File: src/design/spc_pkg.sv
// Package with shared types and constants of the two-of-four compressor.
package spc_pkg;

    localparam int ELEM_W        = 16;
    localparam int ELEM_BITS_DEF = 16;
    localparam int IDX_W         = 8;
    localparam int GROUP_N       = 4;

    typedef enum logic [2:0] {
        ET_FP16 = 3'd0,
        ET_BF16 = 3'd1,
        ET_INT8 = 3'd2,
        ET_E4M3 = 3'd3,
        ET_E5M2 = 3'd4
    } t_elem_type;

    localparam logic [IDX_W-1:0] IDX_DEFAULT = 8'hEE;
    localparam logic [1:0]       POS_SLOT0_EMPTY = 2'd2;
    localparam logic [1:0]       POS_SLOT1_EMPTY = 2'd3;

    typedef struct packed {
        logic [1:0] pos1;
        logic [1:0] pos0;
    } t_group_pos;

endpackage

File: src/design/spc_lane.sv
// One element lane: width masking and the zero test selected by element type.
module spc_lane #(
    parameter int ElementBits = 16
) (
    input  spc_pkg::t_elem_type     i_elem_type,
    input  logic [15:0]             i_elem,
    output logic [ElementBits-1:0]  o_value,
    output logic                    o_nonzero
);
    import spc_pkg::*;

    localparam logic [ElementBits-1:0] ByteMask = ElementBits'(16'h00FF);
    localparam logic [ElementBits-1:0] MagMask  = ElementBits'(16'h7FFF);

    logic [ElementBits-1:0] w_raw;

    assign w_raw = i_elem[ElementBits-1:0];

    always_comb begin
        unique case (i_elem_type) inside
            ET_FP16, ET_BF16: begin
                o_value   = w_raw;
                o_nonzero = |(w_raw & MagMask);
            end
            ET_INT8: begin
                o_value   = w_raw & ByteMask;
                o_nonzero = |w_raw[7:0];
            end
            ET_E4M3, ET_E5M2: begin
                o_value   = w_raw & ByteMask;
                o_nonzero = |w_raw[6:0];
            end
            default: begin
                o_value   = w_raw;
                o_nonzero = |w_raw;
            end
        endcase
    end

endmodule

File: src/design/spc_group.sv
// Selection of the first two nonzero elements of one group of four.
module spc_group #(
    parameter int ElementBits = 16
) (
    input  logic [ElementBits-1:0]  i_val0,
    input  logic [ElementBits-1:0]  i_val1,
    input  logic [ElementBits-1:0]  i_val2,
    input  logic [ElementBits-1:0]  i_val3,
    input  logic [3:0]              i_nonzero,
    output logic [ElementBits-1:0]  o_slot0,
    output logic [ElementBits-1:0]  o_slot1,
    output spc_pkg::t_group_pos     o_pos
);
    import spc_pkg::*;

    always_comb begin
        o_slot0   = '0;
        o_slot1   = '0;
        o_pos.pos0 = POS_SLOT0_EMPTY;
        o_pos.pos1 = POS_SLOT1_EMPTY;
        if (i_nonzero[0]) begin
            o_slot0    = i_val0;
            o_pos.pos0 = 2'd0;
            if (i_nonzero[1]) begin
                o_slot1    = i_val1;
                o_pos.pos1 = 2'd1;
            end else if (i_nonzero[2]) begin
                o_slot1    = i_val2;
                o_pos.pos1 = 2'd2;
            end else if (i_nonzero[3]) begin
                o_slot1    = i_val3;
                o_pos.pos1 = 2'd3;
            end
        end else if (i_nonzero[1]) begin
            o_slot0    = i_val1;
            o_pos.pos0 = 2'd1;
            if (i_nonzero[2]) begin
                o_slot1    = i_val2;
                o_pos.pos1 = 2'd2;
            end else if (i_nonzero[3]) begin
                o_slot1    = i_val3;
                o_pos.pos1 = 2'd3;
            end
        end else if (i_nonzero[2]) begin
            o_slot0    = i_val2;
            o_pos.pos0 = 2'd2;
            if (i_nonzero[3]) begin
                o_slot1    = i_val3;
                o_pos.pos1 = 2'd3;
            end
        end else if (i_nonzero[3]) begin
            // A lone nonzero at the last position lands in the second slot.
            o_slot1    = i_val3;
            o_pos.pos1 = 2'd3;
        end
    end

endmodule

File: src/design/sparse_two_of_four_compressor_core.sv
// Top level of the two-of-four structured sparsity compressor.
//
// Each command carries eight dense elements (two groups of four). A command
// is taken at a rising edge with start high and busy low; busy stays low, so
// one command can be issued every cycle with no gaps.
// Eight lanes run the zero test of the selected element type in parallel,
// two group selectors keep the first two nonzeros of each group, and a merge
// stage packs the four kept values and the index byte into output registers.
// o_valid pulses in the cycle after the command, and the result is taken at
// the edge that ends that cycle. Throughput is one item per cycle, set by
// the single register stage after the selectors.
// The receiver cannot stall; every result is shown exactly once.
// The element type is written through the cfg channel (always ready) and
// should be changed only while no command is in flight.
// Synchronous active-low reset clears o_valid and sets the element type to
// fp16.
module sparse_two_of_four_compressor_core #(
    parameter int ElementBits = spc_pkg::ELEM_BITS_DEF
) (
    input  logic        i_clk,
    input  logic        i_rst_n,
    input  logic        start,
    output logic        busy,
    input  logic [15:0] i_elem0,
    input  logic [15:0] i_elem1,
    input  logic [15:0] i_elem2,
    input  logic [15:0] i_elem3,
    input  logic [15:0] i_elem4,
    input  logic [15:0] i_elem5,
    input  logic [15:0] i_elem6,
    input  logic [15:0] i_elem7,
    input  logic        i_cfg_valid,
    output logic        o_cfg_ready,
    input  logic [2:0]  i_cfg_data,
    output logic        o_valid,
    output logic [15:0] o_kept0,
    output logic [15:0] o_kept1,
    output logic [15:0] o_kept2,
    output logic [15:0] o_kept3,
    output logic [7:0]  o_index_byte
);
    import spc_pkg::*;

    t_elem_type             r_elem_type;
    logic                   r_valid;
    logic [ElementBits-1:0] r_kept [4];
    logic [IDX_W-1:0]       r_index;

    logic [15:0]            w_elem   [8];
    logic [ElementBits-1:0] w_value  [8];
    logic [7:0]             w_nonzero;
    logic [ElementBits-1:0] w_slot   [4];
    t_group_pos             w_pos    [2];
    logic [IDX_W-1:0]       n_index;

    assign w_elem[0] = i_elem0;
    assign w_elem[1] = i_elem1;
    assign w_elem[2] = i_elem2;
    assign w_elem[3] = i_elem3;
    assign w_elem[4] = i_elem4;
    assign w_elem[5] = i_elem5;
    assign w_elem[6] = i_elem6;
    assign w_elem[7] = i_elem7;

    for (genvar l = 0; l < 8; l++) begin : g_lane
        spc_lane #(
            .ElementBits(ElementBits)
        ) u_lane (
            .i_elem_type(r_elem_type),
            .i_elem     (w_elem[l]),
            .o_value    (w_value[l]),
            .o_nonzero  (w_nonzero[l])
        );
    end

    for (genvar g = 0; g < 2; g++) begin : g_group
        spc_group #(
            .ElementBits(ElementBits)
        ) u_group (
            .i_val0   (w_value[g*GROUP_N + 0]),
            .i_val1   (w_value[g*GROUP_N + 1]),
            .i_val2   (w_value[g*GROUP_N + 2]),
            .i_val3   (w_value[g*GROUP_N + 3]),
            .i_nonzero(w_nonzero[g*GROUP_N +: GROUP_N]),
            .o_slot0  (w_slot[g*2 + 0]),
            .o_slot1  (w_slot[g*2 + 1]),
            .o_pos    (w_pos[g])
        );
    end

    // Slot n's position sits in bits 2n+1:2n of the index byte.
    assign n_index = {w_pos[1].pos1, w_pos[1].pos0, w_pos[0].pos1, w_pos[0].pos0};

    always_ff @(posedge i_clk) begin
        if (!i_rst_n) begin
            r_elem_type <= ET_FP16;
            r_valid     <= 1'b0;
        end else begin
            if (i_cfg_valid) begin
                r_elem_type <= t_elem_type'(i_cfg_data);
            end
            r_valid <= start;
        end
    end

    always_ff @(posedge i_clk) begin
        if (start) begin
            r_kept  <= w_slot;
            r_index <= n_index;
        end
    end

    assign busy         = 1'b0;
    assign o_cfg_ready  = 1'b1;
    assign o_valid      = r_valid;
    assign o_kept0      = 16'(r_kept[0]);
    assign o_kept1      = 16'(r_kept[1]);
    assign o_kept2      = 16'(r_kept[2]);
    assign o_kept3      = 16'(r_kept[3]);
    assign o_index_byte = r_index;

endmodule

File: config.mk
export PLATFORM = sky130hd
export DESIGN_NAME = sparse_two_of_four_compressor_core
export DESIGN_NICKNAME = d
export VERILOG_FILES = /design/src/design/spc_pkg.sv /design/src/design/spc_lane.sv /design/src/design/spc_group.sv /design/src/design/sparse_two_of_four_compressor_core.sv
export SDC_FILE = /design/constraint.sdc
export NUM_CORES = 1
export LEC_CHECK = 0
export BUFFER_PORTS_ARGS = -buffer_cell sky130_fd_sc_hd__buf_4
export CORE_UTILIZATION = 30
export CTS_CLUSTER_SIZE = 20
export DETAILED_ROUTE_END_ITERATION = 8
export PLACE_DENSITY = 0.54
export SETUP_SLACK_MARGIN = 0.1
export SYNTH_ARGS = -nofsm -noshare
export SYNTH_HDL_FRONTEND = slang
export SYNTH_SLANG_ARGS = --single-unit
File: constraint.sdc
create_clock -name i_clk -period 4 [get_ports i_clk]
set_input_delay 0.2 -clock i_clk [delete_from_list [all_inputs] [get_ports i_clk]]
set_output_delay 0.2 -clock i_clk [all_outputs]
set_load 0.02 [all_outputs]
==> results of run 1 <==
## cell type report
cell class / count / area [µm²] / area share (%)
inverter: 18 / 67.56 / 1.093
clock buffer: 12 / 256.5 / 4.149
tap: 176 / 220.2 / 3.562
timing repair buffer: 210 / 1577 / 25.50
clock inverter: 4 / 71.32 / 1.154
multi-input combinational: 266 / 1748 / 28.27
sequential: 76 / 2242 / 36.27
## critical path, delay by kind of cell, from the launching register on
family,cells,cell delay (ps)
fa+ha+maj,1,460
flops,1,410
simple gates,2,800
compound gates,3,1220
## worst paths after layout
check                                    from                           to  slack, ps  cells after the start
hold reg to reg   r_elem_type[2]$_SDFFE_PN0P_  r_elem_type[2]$_SDFFE_PN0P_        660                      2
setup / recovery  r_elem_type[1]$_SDFFE_PN0P_         o_kept3[8]$_DFFE_PP_        980                      6
hold / removal                        i_rst_n           o_valid$_SDFF_PN0_        110                      2
setup reg to reg  r_elem_type[1]$_SDFFE_PN0P_         o_kept3[8]$_DFFE_PP_        980                      6
## cell families after synthesis
kind of cell	after synthesis	share of synthesized area (%)
flip-flops	76	53.62
buffers and inverters	40	4.638
AO/OA/AOI/OAI	144	24.63
adder cells (fa/ha/maj)	2	0.5087
other	2	0.1796
XOR/XNOR	3	1.257
AND/OR/NAND/NOR	109	13.70
multiplexers	6	1.466
## metal layers
| metal | global-route usage [%] | wire [µm] | up-vias |
|---|---|---|---|
| li1 | - | - | 1913 |
| met1 | 26.93 | 6173 | 1962 |
| met2 | 31.82 | 6953 | 224 |
| met3 | 3.992 | 1171 | 22 |
| met4 | 9.219 | 348 | 0 |
| met5 | 0 | 0 | - |
## sequential cells by signal (all words and copies together) (netlist names)
| name | cells |
|---|---|
| o_valid | 1 |
| o_kept1 | 16 |
| r_elem_type | 3 |
| o_kept0 | 16 |
| o_index_byte | 8 |
| o_kept3 | 16 |
| o_kept2 | 16 |
## power breakdown
group / internal (mW) / switching (mW) / total [mW]
clock network: 0.578 / 0.305 / 0.883
registers: 0.931 / 0.0212 / 0.952
logic: 0.192 / 0.217 / 0.409
## per-stage QoR
step                      hold WS, ps  cell area (µm²)  util [%]
final                           114.6             6182     46.13
after global placement          440.2             5854     43.69
after floorplan                 312.5             4182         -
after CTS                       96.60             6182     46.13
after detailed placement        453.1             5854     43.69
after global routing            105.8             6182     46.13
## cells in the mapped netlist (all sizes together), types with 2 or more instances
cell type	number	area, µm²
and2	5	31.28
mux2i	5	50.05
a21oi	41	205.2
a31oi	3	18.77
a211oi	4	40.03
dfxtp	4	80.08
a222oi	7	70.07
clkbuf	6	22.52
a32oi	7	61.31
edfxtp	72	2162
o311ai	3	43.80
maj3	2	21.27
a21o	2	15.01
nand4	2	12.51
inv	18	67.56
nor3	9	45.04
nand2b	2	15.02
buf	16	103.9
a221oi	2	35.04
o311a	2	31.28
a221o	8	80.08
xnor2	2	36.29
o21a	5	37.54
and3	8	50.05
o21bai	15	112.6
nand3	2	10.01
o221a	2	22.52
or2	2	12.51
nor2b	6	37.54
or4	4	30.03
o21ai	28	140.1
a22oi	7	52.55
nor2	17	63.81
nand2	30	112.6
conb	2	7.510
o211ai	2	15.01
nor4	20	125.1
==> impl_metrics.env, run 1 <==
export IMPL_total_leakage_power_nw=2.538
export IMPL_crit_slowest_cell="sky130_fd_sc_hd__o311a_1"
export IMPL_detail_route_drc_violations=0
export IMPL_tightest_slew_ps=1079
export IMPL_post_synthesis_net_count=517
export IMPL_async_flop_share_pct=0
export IMPL_tritoncts="done"
export IMPL_synthesis_area_mm2=0.004182
export IMPL_final_common_cell="sky130_fd_sc_hd__buf_4"
export IMPL_antenna_found_initial=0
export IMPL_die_area_mm2=0.01441
export IMPL_finalHoldViolCount=0
export IMPL_clockRootBuffer="sky130_fd_sc_hd__clkbuf_16"
export IMPL_vdd_ir_drop_max_mv=0.1511
export IMPL_post_cts_resized_instances=0
export IMPL_first_global_vias=4008
export IMPL_routed_wirelength_mm=14.65
export IMPL_cap_viol_max_count=0
export IMPL_number_of_placement_rows=42
export IMPL_report_power_total_mw=2.244
export IMPL_achievable_frequency_ghz=0.3316
export IMPL_register_clock_pin_slew_on_the_reported_worst_setup_and_hold_paths_ps=60
export IMPL_dp_worst_setup_slack_ps=1057
export IMPL_fin_ws_ps=984.7
export IMPL_run_status="complete, no violations"
export IMPL_post_drt_via_cell_ratio=5.408
export IMPL_pwr_per_cell_area_mw_per_mm2=363.0
export IMPL_crit_path_end_kind="register"
export IMPL_setup_worst_path_start_class="register"
export IMPL_cts_inserted_buffers=9
export IMPL_netlist_instances=382
export IMPL_grt_overflow_total=0
export IMPL_synth_warning_count=0
export IMPL_clock_network_latency_to_the_later_pin_of_the_worst_skew_pair_ps=330
export IMPL_placed_cells_incl_taps=746
export IMPL_cts_num_sinks=76
export IMPL_wire_per_inst_um=19.22
export IMPL_num_nets_final=716
export IMPL_grt_max_degree=74
export IMPL_ctsHoldBuffers=0
export IMPL_layoutNonFillerInstCount=762
export IMPL_grt_first_pass_wirelength_mm=21.96
export IMPL_grt_use_total_pct=20.29
export IMPL_synth_enable_flop_cells=72
export IMPL_top_level_ports=210
export IMPL_clock_path_buffers=2
export IMPL_slew_limit_headroom_pct=27.87
export IMPL_die_h_um=120.1
export IMPL_critical_path_required_time_ps=4200
export IMPL_synth_yosys_seq_area_share_pct=53.62
export IMPL_most_used_cells_in_the_layout_excluding_fill_and_tap_cells="sky130_fd_sc_hd__buf_4 (210), sky130_fd_sc_hd__edfxtp_1 (72), sky130_fd_sc_hd__a21oi_1 (41)"
export IMPL_timing_setup_critical_path_class="register to register"
export IMPL_layout_filler_cell_count=1295
export IMPL_fin_tns_setup_ps=0
export IMPL_dp_hpwl_mm=11.47
export IMPL_core_area_mm2=0.01340
export IMPL_final_min_clock_period_ps=3015
export IMPL_first_pass_iters=5
export IMPL_die_w_um=120.1
export IMPL_timing_critical_path_arrival_ps=3220
export IMPL_vias=4121
export IMPL_detail_route_antenna_nets=0
export IMPL_synth_seq_cells=76
export IMPL_effective_utilization_at_floorplan_pct=31.20
export IMPL_synth_cell_type_count=59
export IMPL_worst_hold_path_type="input pin to register"
export IMPL_drive_above_1_share_pct=41.13
export IMPL_grt_setup_unrepaired="no"
export IMPL_finClkSkew_ps=5.966
export IMPL_timing_critical_path_fanout_max=20
export IMPL_path_cells="or2_2 > a211oi_2 > o311a_1 > maj3_2 > and2_0 > a221o_1"
export IMPL_min_period_over_period_pct=75.38
export IMPL_finalWeightedCongestion=0.8362
export IMPL_synth_top_flop_cell="sky130_fd_sc_hd__edfxtp_1"
export IMPL_setup_violations_final=0
export IMPL_syn_avg_cell_area_um2=10.95
export IMPL_final_max_slew_violation_count=0
export IMPL_antennaDiodeCount=0
export IMPL_htree_num_levels=3
export IMPL_post_cts_setup_buffers=0
export IMPL_worst_path_largest_cell_delay_ps=640
export IMPL_flow_area_growth_from_synthesis_pct=47.85
export IMPL_drt_first_iter_violations=365
export IMPL_port_buffers=207
(Power assumes the default switching activity.)
==> run 2: changes to the inputs <==
==> constraint.sdc (replaced) <==
create_clock -name i_clk -period 2.91 [get_ports i_clk]
set_input_delay 0.1455 -clock i_clk [delete_from_list [all_inputs] [get_ports i_clk]]
set_output_delay 0.1455 -clock i_clk [all_outputs]
set_load 0.02 [all_outputs]
==> impl_metrics.env, run 2 (synthesis results as in run 1) <==
export IMPL_setup_worst_path_start_class="register"
export IMPL_grt_setup_unrepaired="no"
export IMPL_antennaDiodeCount=0
export IMPL_clock_network_latency_to_the_later_pin_of_the_worst_skew_pair_ps=340
export IMPL_grt_use_total_pct=19.86
export IMPL_die_w_um=120.1
export IMPL_effective_utilization_at_floorplan_pct=31.20
export IMPL_cap_viol_max_count=0
export IMPL_cts_inserted_buffers=9
export IMPL_timing_critical_path_arrival_ps=2660
export IMPL_clockRootBuffer="sky130_fd_sc_hd__clkbuf_16"
export IMPL_grt_max_degree=74
export IMPL_area_sequential_mm2=0.002243
export IMPL_clock_path_buffers=2
export IMPL_finClkSkew_ps=6.760
export IMPL_final_min_clock_period_ps=2577
export IMPL_tritoncts="done"
export IMPL_achievable_frequency_ghz=0.3881
export IMPL_vdd_ir_drop_max_mv=0.2287
export IMPL_grt_first_pass_wirelength_mm=21.31
export IMPL_critical_path_required_time_ps=3000
export IMPL_vias=4088
export IMPL_flow_area_growth_from_synthesis_pct=47.76
export IMPL_most_used_cells_in_the_layout_excluding_fill_and_tap_cells="sky130_fd_sc_hd__buf_4 (218), sky130_fd_sc_hd__edfxtp_1 (72), sky130_fd_sc_hd__a21oi_1 (41)"
export IMPL_slew_limit_headroom_pct=37.20
export IMPL_worst_hold_path_type="input pin to register"
export IMPL_die_area_mm2=0.01441
export IMPL_dp_hpwl_mm=11.59
export IMPL_port_buffers=207
export IMPL_detail_route_antenna_nets=0
export IMPL_timing_setup_critical_path_class="register to register"
export IMPL_crit_path_end_kind="register"
export IMPL_timing_critical_path_fanout_max=10
export IMPL_register_clock_pin_slew_on_the_reported_worst_setup_and_hold_paths_ps=60
export IMPL_top_level_ports=210
export IMPL_post_cts_setup_buffers=0
export IMPL_num_nets_final=724
export IMPL_final_max_slew_violation_count=0
export IMPL_die_h_um=120.1
export IMPL_finalWeightedCongestion=0.8421
export IMPL_final_common_cell="sky130_fd_sc_hd__buf_4"
export IMPL_number_of_placement_rows=42
export IMPL_grt_overflow_total=0
export IMPL_setup_violations_final=0
export IMPL_routed_wirelength_mm=14.58
export IMPL_drive_above_1_share_pct=42.26
export IMPL_min_period_over_period_pct=88.55
export IMPL_multi_input_area_mm2=0.001750
export IMPL_cts_num_sinks=76
export IMPL_layout_filler_cell_count=1295
export IMPL_detail_route_drc_violations=0
export IMPL_fin_tns_setup_ps=0
export IMPL_finalHoldViolCount=0
export IMPL_total_leakage_power_nw=2.554
export IMPL_reg2reg_slack_ps=330
export IMPL_tightest_slew_ps=942.0
export IMPL_finish_utilization_pct=46.11
export IMPL_first_global_vias=3946
export IMPL_run_status="complete, no violations"
export IMPL_post_drt_via_cell_ratio=5.309
export IMPL_first_pass_iters=6
export IMPL_core_area_mm2=0.01340
export IMPL_htree_num_levels=3
export IMPL_wire_per_inst_um=18.93
export IMPL_drt_first_iter_violations=366
export IMPL_antenna_found_initial=0
export IMPL_pwr_per_cell_area_mw_per_mm2=464.2
## run 2: cell types whose count changed in the layout (fill, tap and decap cells not counted), sizes merged
cell,delta
bufinv,-2
buf,+8
clkbuf,-2
clkinv,+4
## run 2: power by group
group          internal (mW)  total [mW]  switching (mW)  leakage [nW]
Clock                  0.568       0.998           0.430         0.129
Sequential              1.28        1.31          0.0265         0.743
Combinational          0.266       0.563           0.297          1.68
Total                   2.11        2.87           0.754          2.55
## run 2: stage by stage
stage | hold WS [ps] | cells | total power [mW] | cell area, µm² | worst slack (ps)
2_1_floorplan | 258.0 | 382 | 1.549 | 4182 | 530.2
3_3_place_gp | 385.1 | 754 | 1.888 | 5914 | 338.8
3_5_place_dp | 385.8 | 754 | 1.890 | 5914 | 258.5
4_1_cts | 32.70 | 770 | 2.887 | 6175 | 250.5
5_1_grt | 37.23 | 770 | 2.971 | 6178 | 158.0
6_report | 45.57 | 770 | 2.868 | 6178 | 333.2
## run 2: layout make-up
| cell class | count | area share, % |
|---|---|---|
| Sequential cell | 76 | 36.31 |
| Multi-Input combinational cell | 266 | 28.33 |
| Timing Repair Buffer | 218 | 26.49 |
| Clock buffer | 10 | 3.706 |
| Tap cell | 176 | 3.564 |
| Inverter | 18 | 1.094 |
| Clock inverter | 6 | 0.5063 |
## run 2: critical path, cell delays in order (launching register included)
cell	delay [ps]
sky130_fd_sc_hd__dfxtp_1	430
sky130_fd_sc_hd__or2_2	250
sky130_fd_sc_hd__a211oi_2	110
sky130_fd_sc_hd__o311a_4	400
sky130_fd_sc_hd__maj3_2	430
sky130_fd_sc_hd__and2_0	310
sky130_fd_sc_hd__a221o_1	400
## run 2: repair_timing
action	CTS	global route
hold endpoints to repair	0	0
hold buffers	0	0
endpoints found under the setup margin	0	3
resized for setup	0	3
## run 2: per-layer routing
metal / track usage (%) / up-vias / part of all wire [%]
li1: - / 1925 / -
met1: 25.78 / 1926 / 41
met2: 31.18 / 206 / 47
met3: 4.373 / 31 / 8.5
met4: 9.609 / 0 / 3.0
met5: 0 / - / 0
## run 2: final timing paths
check,end,start,cells past startpoint
min reg2reg,r_elem_type[2]$_SDFFE_PN0P_,r_elem_type[2]$_SDFFE_PN0P_,2
max,o_kept3[14]$_DFFE_PP_,r_elem_type[1]$_SDFFE_PN0P_,6
max reg2reg,o_kept3[14]$_DFFE_PP_,r_elem_type[1]$_SDFFE_PN0P_,6
min,o_valid$_SDFF_PN0_,i_rst_n,2
